## src/design/rvexc_ram.sv

```systemverilog
// Generic single-write, single-read RAM with a registered read port.
module rvexc_ram #(
    parameter  int unsigned WIDTH = 32,
    parameter  int unsigned DEPTH = 32,
    localparam int unsigned AW    = (DEPTH > 1) ? $clog2(DEPTH) : 1
) (
    input  logic             i_clk,
    input  logic             i_we,
    input  logic [AW-1:0]    i_waddr,
    input  logic [WIDTH-1:0] i_wdata,
    input  logic             i_re,
    input  logic [AW-1:0]    i_raddr,
    output logic [WIDTH-1:0] o_rdata
);

    logic [WIDTH-1:0] r_mem [DEPTH];
    logic [WIDTH-1:0] r_rdata;

    // A read at the same edge as a write to the same entry returns the old word.
    always_ff @(posedge i_clk) begin
        if (i_we) begin
            r_mem[i_waddr] <= i_wdata;
        end
        if (i_re) begin
            r_rdata <= r_mem[i_raddr];
        end
    end

    assign o_rdata = r_rdata;

endmodule

```

## config.mk

```make
export PLATFORM = sky130hd
export DESIGN_NAME = rvexc_ram
export DESIGN_NICKNAME = d
export VERILOG_FILES = /design/src/design/rvexc_ram.sv
export SDC_FILE = /design/constraint.sdc
export NUM_CORES = 1
export LEC_CHECK = 0
export BUFFER_PORTS_ARGS = -buffer_cell sky130_fd_sc_hd__buf_4
export CORE_AREA = 2 2 345 347
export CTS_BUF_LIST = sky130_fd_sc_hd__clkbuf_2 sky130_fd_sc_hd__clkbuf_4 sky130_fd_sc_hd__clkbuf_8
export DETAILED_ROUTE_END_ITERATION = 7
export DIE_AREA = 0 0 347 349
export GPL_ROUTABILITY_DRIVEN = 0
export GPL_TIMING_DRIVEN = 0
export PLACE_DENSITY_LB_ADDON = 0.3
export SETUP_SLACK_MARGIN = 0.15
export SLEW_MARGIN = 20
export SYNTH_ARGS = -nofsm -noshare
export SYNTH_HDL_FRONTEND = slang
export SYNTH_SLANG_ARGS = --single-unit
```

## constraint.sdc

```tcl
create_clock -name i_clk -period 3.96 [get_ports i_clk]
set_clock_uncertainty 0.2 [all_clocks]
set_input_delay 0.792 -clock i_clk [delete_from_list [all_inputs] [get_ports i_clk]]
set_output_delay 0.792 -clock i_clk [all_outputs]
set_load 0.05 [all_outputs]
```

==> results of run 1 <==
==> through the flow <==
stage          setup slack [ns]  hold WS [ns]
6_report                   1.11         0.206
5_1_grt                    1.06         0.178
4_1_cts                    1.22         0.132
3_5_place_dp              0.338         0.490
3_3_place_gp              -1.10         0.505
2_1_floorplan             0.534         0.429
==> power by group <==
| group | internal, µW | total [µW] | switching, µW |
|---|---|---|---|
| clock | 4590 | 8610 | 4020 |
| sequential | 12500 | 12500 | 39.0 |
| combinational | 424 | 1390 | 967 |
| total | 17500 | 22500 | 5020 |
==> layout by cell type, fill, tap and decap left out <==
cell type | synthesis | layout
clkbuf_8 | 0 | 167
nor3_1 | 32 | 32
nand2_1 | 98 | 98
clkinvlp_4 | 0 | 2
nand3b_1 | 5 | 5
buf_4 | 33 | 108
or2_2 | 1 | 1
buf_12 | 0 | 18
buf_6 | 15 | 15
a31oi_1 | 32 | 32
clkbuf_1 | 46 | 46
inv_6 | 0 | 2
a22oi_1 | 96 | 96
clkbuf_4 | 2 | 56
and2b_1 | 1 | 1
bufinv_16 | 0 | 3
a22o_1 | 64 | 64
nor2_4 | 0 | 32
or3_1 | 1 | 1
nor2_1 | 34 | 2
buf_1 | 5 | 5
buf_16 | 0 | 16
clkinv_1 | 0 | 50
nand3_1 | 98 | 98
edfxtp_1 | 1056 | 1056
clkinv_2 | 0 | 11
or3b_2 | 3 | 3
diode_2 | 0 | 1
mux2i_1 | 512 | 512
and2_1 | 1 | 1
buf_2 | 26 | 26
nand2b_1 | 2 | 2
a21oi_1 | 96 | 96
nor2b_1 | 1 | 1
==> path summary, 6_finish.rpt <==
kind | end | depth (start not counted)
worst min-delay path | r_mem[12][31] | 1
worst min register to register | o_rdata[25] | 4
worst max register to register | o_rdata[12] | 5
worst max-delay path | o_rdata[12] | 8
==> area by class of cell <==
class                      count  area, µm²
antenna                        1       2.50
buffer                       127        753
clock buffer                 221       2700
clock inverter                68        365
fill                       10500      70000
multi-input combinational   1077       8580
sequential                  1056      31700
tap                         1536       1920
timing repair buffer         109       1360
==> kinds of logic after synthesis <==
kind of cell / after synthesis / share of synthesized area, %
mux: 512 / 12.6
compound gates: 288 / 4.81
simple gates: 277 / 3.08
flops: 1056 / 77.7
buf+inv: 127 / 1.85
==> flip-flops by register name, summed over array words and instances (netlist names) <==
register  cells
o_rdata      32
r_mem      1024
==> critical path: stages <==
cell     delay [ns]
buf_4          0.12
nor2_1         0.12
buf_2          0.33
buf_2          0.39
buf_2          0.36
nand2_1        0.09
a31oi_1        0.51
nand3_1        0.36
==> per-layer routing <==
layer / up-vias / wire length [µm] / track usage, %
li1: 9581 / - / -
met1: 11000 / 41600 / 20.8
met2: 690 / 51700 / 29.2
met3: 156 / 6670 / 3.52
met4: 6 / 2390 / 5.42
met5: - / 40 / 0
==> results, run 1 <==
- In this run, placement finished with an instance count of 3905.
- From left edge to right edge, the die measures 347 µm.
- Max-cap violations in this run came to 0.
- The tightest min-delay check is of the in2reg type.
- After synthesis, the mean cell area works out to 18.1 µm².
- The startpoint identified for the worst register-to-register timing path is r_mem[1][12].
- The area growth from synthesis to layout is 16.2%.
- The initial antenna violation count came to 5.
- The H-tree generated during clock tree synthesis spans 4 levels.
- When the netlist entered floorplanning its net count stood at 2305.
- The root buffer cell is clkbuf_8.
- The via count of the routed design is 21.4k.
- The via count of the first global-routing pass came to 22.1k.
- The number of failing hold endpoints at the final stage is 0.
- The count of cells resized by post-cts repair is 0.
- The number of endpoints failing setup at the final stage is 0.
- The kind of end point of the critical path is a flip-flop.
- The number of buffers between clock root and the deepest sink is 3.
- The normalized max-slew margin is 28.3%.
- The fraction of post-synthesis cell area in the top cell type by area is 77.7%.
- The maximum fanout along the worst path is 10.
- The total count of max-transition violations in the final report was 0.
- The worst hold path begins at i_wdata[31].
- Ranked by instance count, the synthesized netlist is headed by edfxtp_1, mux2i_1, nand2_1, nand3_1.
- The first detailed-routing pass ran for 6 iterations.
- The critical path is of the in2reg type.
- For this run, design rule violations remaining after detail routing come to 0.
- The flip-flop and latch count after synthesis is 1056.
- The post-CTS setup buffer count is 0.
- The total of buffers placed on input and output ports is 75.
- The number of different library cells used by synthesis comes to 24.
- By area the synthesized netlist is led by edfxtp_1, mux2i_1, a22oi_1, a22o_1, nand3_1.
- At the pin with the least slew margin, the transition time is 1.08 ns.
- Sequential cells were found to cover 77.7% of the synthesized design area.
- The biggest area contributor in the post-synthesis netlist is edfxtp_1.
- The post-route cell area is 47400 µm².
- Tracing the worst setup path back leads to its startpoint at i_raddr[1].
- The floorplan core area is 117000 µm².
- Buffers inserted during clock tree synthesis total 161.
- The final critical-path share of the clock period is 71.9%.
- The violation count after the first detailed-routing iteration is 1991.
- STA puts the critical path data arrival time at 3.10 ns.
- The power per cell area is 475 nW/µm².
- The post-detailed-route wirelength per cell is 24.4 µm.
- The time the worst path needs with I/O delays and setup is 2.85 ns.
- For this block, the routed nets add up to 102000 µm of wire.
- The first-pass GRT wire length is 147000 µm.
- Total power for the finished layout comes to 22500 µW.
- The detailed-placement wirelength estimate is 68200 µm.
- The die covers 121000 µm².
- For this run, the leading register cell type out of synthesis is edfxtp_1.
- Synthesis produced a netlist whose cell count is 2260.
- Yosys printed 0 warnings.
- The initial core utilization is 34.7%.
- The clock reaches the later pin of the worst-skew pair after 0.83 ns.
- Across the VDD grid, the largest voltage drop is 0.203 mV.
- The pin count of the biggest net entering global routing is 33.
- The clock drives 1056 sinks.
- The placed instances occupy a cell area of 44300 µm².
- The number of placement rows is 126.
- The critical path startpoint category is an input pin.
- For this run, asynchronously set or reset flops after synthesis account for 0%.
- Based on the critical path, the design can be clocked at up to 0.351 GHz.
- TritonCTS built the clock tree.
- The number of vias per cell after detailed routing is 5.10.
- The number of nets in the finished design is 2577.
- The number of primary I/O pins is 77.
- Setup slack on the worst reg-to-reg path comes out at 1.77 ns.
- The number of nets with antenna violations after detailed routing is 0.
- The synthesized cell area is 40800 µm².
- The overflow left after global routing is 0.
- In the final timing run, aggregate negative setup slack is 0 ns.
- Of the cells placed in the final design, the portion with a size suffix greater than 1 is 17.3%.
- For the worst setup path, the data required time is 4.21 ns.
- At the end of the flow the core is filled with cells to 40.4%.
- The number of standard cells in the layout, taps in and fillers out is 4195.
- Hold repair after CTS inserted 0 buffers.
- The most used standard cell by instance count after synthesis is edfxtp_1.
- Setup repair after global routing left no endpoint under its margin.
- The static power due to leakage is 0.0164 µW.
- The die extent in y is 349 µm.
- The number of enable-type register cells in the synthesized netlist is 1056.
- For this run, the total global-route usage over all layers was measured as 16.8%.
- The run finished with clean final reports.
- After clock tree synthesis, the clock-pin slew on the worst setup and hold paths is 0.06 ns.
(Power assumes the default switching activity.)
==> run 2: changes to the inputs <==
==> constraint.sdc (replaced) <==
create_clock -name i_clk -period 2.6 [get_ports i_clk]
set_clock_uncertainty 0.2 [all_clocks]
set_input_delay 0.52 -clock i_clk [delete_from_list [all_inputs] [get_ports i_clk]]
set_output_delay 0.52 -clock i_clk [all_outputs]
set_load 0.05 [all_outputs]
==> results, run 2 (synthesis gave the netlist of run 1 again) <==
- The run finished with clean final reports.
- The floorplan step defined a die boundary enclosing 121000 µm².
- The number of placement rows is 126.
- For the worst flop-to-flop path, the logic depth is 5.
- The worst register-to-register path ends at o_rdata[6].
- The critical path is of the in2reg type.
- The clock network accounts for 38.8% of the total power.
- The number of clock buffers added by TritonCTS is 168.
- The die extent in y is 349 µm.
- The slowest stage of the critical path belongs to the cell a31oi_1.
- The worst setup path is captured at a flip-flop.
- The top cell types in the final layout, fill and taps aside, are edfxtp_1, mux2i_1, clkbuf_8, buf_4.
- The highest layer touched by signal routing is met5.
- The via count of the routed design is 21.6k.
- The largest single stage delay on the critical path is 0.62 ns.
- At the worst endpoint, the arrival time is 2.70 ns.
- The worst hold path passes through 3 cells.
- The violation count after the first detailed-routing iteration is 1948.
- The post-detailed-route wirelength per cell is 24.4 µm.
- Entering global routing, the biggest net connects 33 pins.
- The number of nets in the finished design is 2617.
- The slew at the pin closest to its max-slew limit is 1.07 ns.
- The number of nets with antenna violations after detailed routing is 0.
- The most common cell after layout, fill and taps aside is edfxtp_1.
- The number of failing hold endpoints at the final stage is 0.
- The sequential power share is 54.9%.
- The total area inside the core boundary comes to 117000 µm².
- The die width is 347 µm.
- The reported net switching power is 7880 µW.
- The total power of the final layout is 34700 µW.
- The tree is rooted in a clkbuf_8.
- TritonCTS built the clock tree.
- The dominant cell type by count on the critical path is buf_4.
- Of all nets on the critical path, the largest fanout is 10.
- Measured against its own limit, the worst slew margin works out to 28.2%.
- The clock sink total is 1056.
- The fraction of layout instances using a drive strength above 1 is 17.8%.
- Max-cap violations in this run came to 0.
- The setup check on the worst reg-to-reg path leaves a slack of 0.53 ns.
- Walking the worst path, the cells encountered are buf_4 > buf_4 > buf_2 > mux2i_1 > a22oi_1 > a31oi_1 > nand3_1.
- The static power due to leakage is 0.0166 µW.
- The detailed-routed wire length on met3 is 6100 µm.
- During I/O placement, the number of pins put on the boundary was 77.
- The clock passes through at most 3 buffers.
- The total of buffers placed on input and output ports is 75.
- Net switching is 22.7% of the power.
- The total internal power is 26800 µW.
- After clock tree synthesis, the clock-pin slew on the worst setup and hold paths is 0.06 ns.
- The launch instance of the worst register-to-register path is r_mem[1][6].
- The worst path needs 2.41 ns of the cycle, external delays included.
- STA puts the critical path data required time at 2.89 ns.
- For this configuration, the core starts out at a cell density of 34.7%.
- The first detailed-routing pass took 5 iterations.
- The total count of max-transition violations in the final report is 0.
- The initial antenna violation count is 5.
- The tightest hold path in the finished design has a slack of 0.297 ns.
- The synthesis-to-layout area growth is 17.2%.
- The number of flip-flops in the largest register is 1024.
- Global routing used 16.9% of the available tracks.
- The first global-routing pass estimated 149000 µm of wire.
- The combinational fraction of design power is 6.3%.
- The latest clock arrival within the worst-skew pair is 0.82 ns.
- The H-tree was split into 4 levels.
- The number of fill cells in the layout is 10.4k.
- The total routed wirelength is 103000 µm.
- The number of vias per cell after detailed routing is 5.10.
- The final critical-path share of the clock period is 92.8%.
- The maximum ir drop on the vdd rail is 0.323 mV.
- After detailed routing, the number of remaining DRC violations is 0.
- The top achievable clock speed is 0.414 GHz.
- The startpoint identified for the worst hold timing path is i_waddr[3].
- After detailed routing, the met2 layer carries 52900 µm of wire.
- The detailed-placement wirelength estimate is 68100 µm.
- The most flop-heavy register is r_mem.
- Setup repair after global routing left no endpoint under its margin.
- The path with the worst hold slack has its endpoint at r_mem[16][1].
- The critical path startpoint category is an input pin.
- The routed length on met1 is 42500 µm.
- The number of endpoints failing setup at the final stage is 0.
- The overflow left after global routing is 0.
- The via count of the first global-routing pass is 22.4k.
- The power per cell area is 725 nW/µm².
- The min-delay analysis places its worst path in the category in2reg.
## run 2: cell types whose count changed in the layout (fill, tap and decap cells not counted), sizes merged
cell / previous run / this run
dlygate4sd3: 0 / 33
inv: 2 / 11
diode: 1 / 3
clkbuf: 269 / 278
bufinv: 3 / 2
clkinv: 61 / 49
## run 2: worst max-delay path by stage
stage                    start            to  depth (start not counted)
finish              i_raddr[0]    o_rdata[6]                          7
global route        i_raddr[0]    o_rdata[6]                          7
CTS                 i_raddr[1]   o_rdata[11]                          8
detailed placement  i_raddr[1]   o_rdata[13]                          8
global placement    i_waddr[0]  r_mem[6][17]                          3
floorplan           i_waddr[3]   r_mem[1][0]                          2
## run 2: worst max-delay path, delay by kind of cell
kind	cells	cell delay (ns)
AO/OA/AOI/OAI	2	0.72
AND/OR/NAND/NOR	1	0.22
multiplexers	1	0.29
buffers and inverters	3	0.94
## run 2: layout make-up
class                           count  area, µm²  share of cell area, %
Tap cell                         1536       1920                   4.02
Multi-Input combinational cell   1077       8610                   18.0
Clock buffer                      230       2790                   5.83
Buffer                            127        757                   1.58
Sequential cell                  1056      31700                   66.3
Clock inverter                     64        369                  0.772
Antenna cell                        3       7.51                 0.0157
Timing Repair Buffer              142       1680                   3.51
## run 2: stage by stage
stage	cell area [µm²]	setup WS (ns)	setup TNS, ns	std cells	util (%)
CTS	47800	0.186	0	4231	40.7
finish	47800	0.187	0	4235	40.7
floorplan	40900	-0.350	-185.58	2260	-
detailed placement	44300	-0.780	-295.71	3904	37.7
global route	47800	0.163	0	4234	40.7
global placement	43400	-2.22	-1366.71	3871	36.9
## run 2: what timing repair did
action,CTS,global route
setup buffers,0,0
endpoints found under the setup margin,1,4
hold buffers,33,0
gates resized for setup,1,7
hold endpoints to repair,1046,0
## run 2: power by group through the flow
stage,logic (µW),registers (µW),clock network (µW)
2_1_floorplan,989,19600,0
3_3_place_gp,2060,19400,0
3_5_place_dp,2140,19400,0
4_1_cts,2190,19100,13800
5_1_grt,2310,19100,14500
6_report,2180,19100,13500
## run 2: routing by layer
metal	global-route usage, %	up-vias
met5	0	-
met3	3.40	153
met2	29.9	676
met4	4.92	6
met1	21.0	11100
li1	-	9652
==> run 3: changes to the inputs <==
==> constraint.sdc (replaced) <==
create_clock -name i_clk -period 2.6 [get_ports i_clk]
set_clock_uncertainty 0.2 [all_clocks]
set_input_delay 0.39 -clock i_clk [delete_from_list [all_inputs] [get_ports i_clk]]
set_output_delay 0.39 -clock i_clk [all_outputs]
set_load 0.05 [all_outputs]
==> results, run 3 (synthesis gave the netlist of run 1 again) <==
- The number of buffers and inverters on the critical path is 4.
- Sequential cells account for 55.0% of the total power.
- The critical path startpoint category is an input pin.
- Once the floorplan was initialized, standard cells occupied 34.7% of the core.
- The via count of the first global-routing pass came to 22.2k.
- In this run the tightest slew margin relative to its limit is 29.4%.
- Setup repair after global routing left no endpoint under its margin.
- The pin count of the biggest net entering global routing is 33.
- The root buffer cell chosen for the clock tree is clkbuf_8.
- Ranked by flip-flop count, first place goes to r_mem.
- The number of nets in the finished design is 2619.
- The area taken by flip-flops and latches is 31700 µm².
- The register with the most flip-flops in the layout has 1024 of them.
- The max-capacitance violation count is 0.
- The post-detailed-route DRC marker count is 0.
- Setup total negative slack on the finished layout was measured at 0 ns.
- The slowest stage of the critical path belongs to the cell a31oi_1.
- The first global-routing pass estimated 146000 µm of wire.
- STA puts the critical path data arrival time at 2.62 ns.
- The library cells used most frequently in the layout, excluding fill and tap cells, are edfxtp_1, mux2i_1, clkbuf_8, buf_4.
- The kind of cell with the highest combined delay on the critical path is buffers and inverters.
- The die covers 121000 µm².
- The most common cell after layout, fill and taps aside is edfxtp_1.
- The post-route cell area is 48000 µm².
- Leaving out filler cells and counting taps, the final layout contains 4234.
- STA classifies the critical path endpoint as a flip-flop.
- Clock-pin slew was measured on the worst setup and hold paths at 0.06 ns.
- The total count of max-transition violations in the final report is 0.
- The clock network power share is 38.7%.
- The analysis attributes to net switching a power of 7870 µW.
- The number of buffers created by CTS is 164.
- Traced cell by cell, the critical path runs through buf_4 > nor2_1 > buf_2 > buf_2 > buf_2 > nand2_1 > a31oi_1 > nand3_1.
- The area used by multi-input combinational logic is 8590 µm².
- In the final layout, the share of cells above drive strength 1 is 18.1%.
- The final critical-path share of the clock period is 90.0%.
- The cell area reported after detailed placement is 44500 µm².
- The delay contributed by the slowest stage of the critical path is 0.45 ns.
- Net switching is 22.7% of the power.
- The combined global-route utilization of all metal layers is 16.6%.
- Combinational logic burns 6.3% of the power.
- The analysis attributes to cell leakage a power of 0.0166 µW.
- The slew at the pin closest to its max-slew limit is 1.06 ns.
- TritonCTS built the clock tree.
- Post-CTS timing repair inserted 0 buffers for setup.
- The H-tree level count is 4.
- The routed layout has 21.4k vias.
- The dominant cell type by count on the critical path is buf_2.
- The number of endpoints failing setup at the final stage is 0.
- The internal power of the cells totals 26800 µW.
- The post-detailed-route wirelength per cell is 24.1 µm.
- The initial antenna violation count is 8.
- The power per cell area is 722 nW/µm².
- After legalization and detailed placement, the total HPWL measured 68100 µm.
- The die width is 347 µm.
- No sink is reached through more buffers than the 3 on the longest clock path.
- The total of buffers placed on input and output ports is 75.
- The number of detailed-route iterations in the first pass is 7.
- At the worst endpoint, the required time is 2.88 ns.
- The later pin in the worst-skew pair is clocked with a latency of 0.85 ns.
- After detailed routing, the total wire length is 102000 µm.
- The category of the most critical setup path is in2reg.
- The clock sink total is 1056.
- From bottom edge to top edge, the die measures 349 µm.
- 77 I/O pins were placed.
- The run finished with clean final reports.
- Global routing finished with a remaining overflow of 0.
- In this run the worst hold path is classified as in2reg.
- The maximum ir drop on the vdd rail is 0.386 mV.
- The number of nets with antenna violations after detailed routing is 0.
- The synthesis-to-layout area growth is 17.6%.
- The smallest clock period supported by the final layout is computed as 2.34 ns.
- For this block, the initial DRC count from the detailed router was 1953.
- The maximum fanout along the worst path is 10.
- The number of placed instances, taps included, is 3911.
- The number of failing hold endpoints at the final stage was 0.
- The number of vias per cell after detailed routing is 5.07.
- Fill cells in the final layout number 10.3k.
- The top achievable clock speed is 0.427 GHz.
- The floorplan core area is 117000 µm².
- Measured on the finished design, the core utilization comes to 40.9%.
- The initialized floorplan defines 126 standard-cell rows.
## run 3: worst paths after layout
path | depth (start not counted) | start | end | slack [ns]
worst min-delay path | 3 | i_waddr[3] | r_mem[16][5] | 0.09
worst max register to register | 5 | r_mem[6][13] | o_rdata[13] | 0.42
worst max-delay path | 8 | i_raddr[1] | o_rdata[13] | 0.26
worst min register to register | 4 | r_mem[26][15] | o_rdata[15] | 0.51
## run 3: what timing repair did
item | CTS | global route
endpoints found under the setup margin | 0 | 4
endpoints found under the hold margin | 1056 | 0
resized for setup | 0 | 4
hold buffers | 33 | 0
## run 3: layout make-up
| cell class | instances | area share, % |
|---|---|---|
| buffer | 127 | 1.57 |
| antenna | 4 | 0.0209 |
| multi-input combinational | 1077 | 17.9 |
| sequential | 1056 | 66.1 |
| tap | 1536 | 4.00 |
| clock buffer | 222 | 5.62 |
| timing repair buffer | 148 | 3.88 |
| clock inverter | 64 | 0.910 |
## run 3: per-layer routing
metal | routed length (µm) | global-route usage [%] | vias to the layer above
met1 | 42100 | 20.6 | 11000
met3 | 6200 | 3.58 | 154
met2 | 51700 | 29.3 | 677
met5 | 30 | 0 | -
met4 | 2080 | 4.64 | 6
li1 | - | - | 9658
## run 3: power by group through the flow
| stage | clock [µW] | sequential [µW] | combinational, µW |
|---|---|---|---|
| after detailed placement | 0 | 19400 | 2140 |
| after CTS | 13700 | 19100 | 2190 |
| after global routing | 14400 | 19100 | 2300 |
| after floorplan | 0 | 19600 | 984 |
| after global placement | 0 | 19400 | 2050 |
| final | 13400 | 19100 | 2170 |
## run 3: metrics by stage
stage                     total power (µW)  setup WS [ns]  hold slack (ns)
after floorplan                      20600         -0.316            0.289
after global placement               21500          -1.94            0.506
after detailed placement             21600         -0.660            0.505
after CTS                            34900          0.238           0.0264
after global routing                 35800          0.227           0.0702
final                                34600          0.260           0.0923
## run 3: tightest hold or removal path, cell delays in order
cell and delay, ns:
buf_4 0.12, or3b_2 0.26, nor2_4 0.15
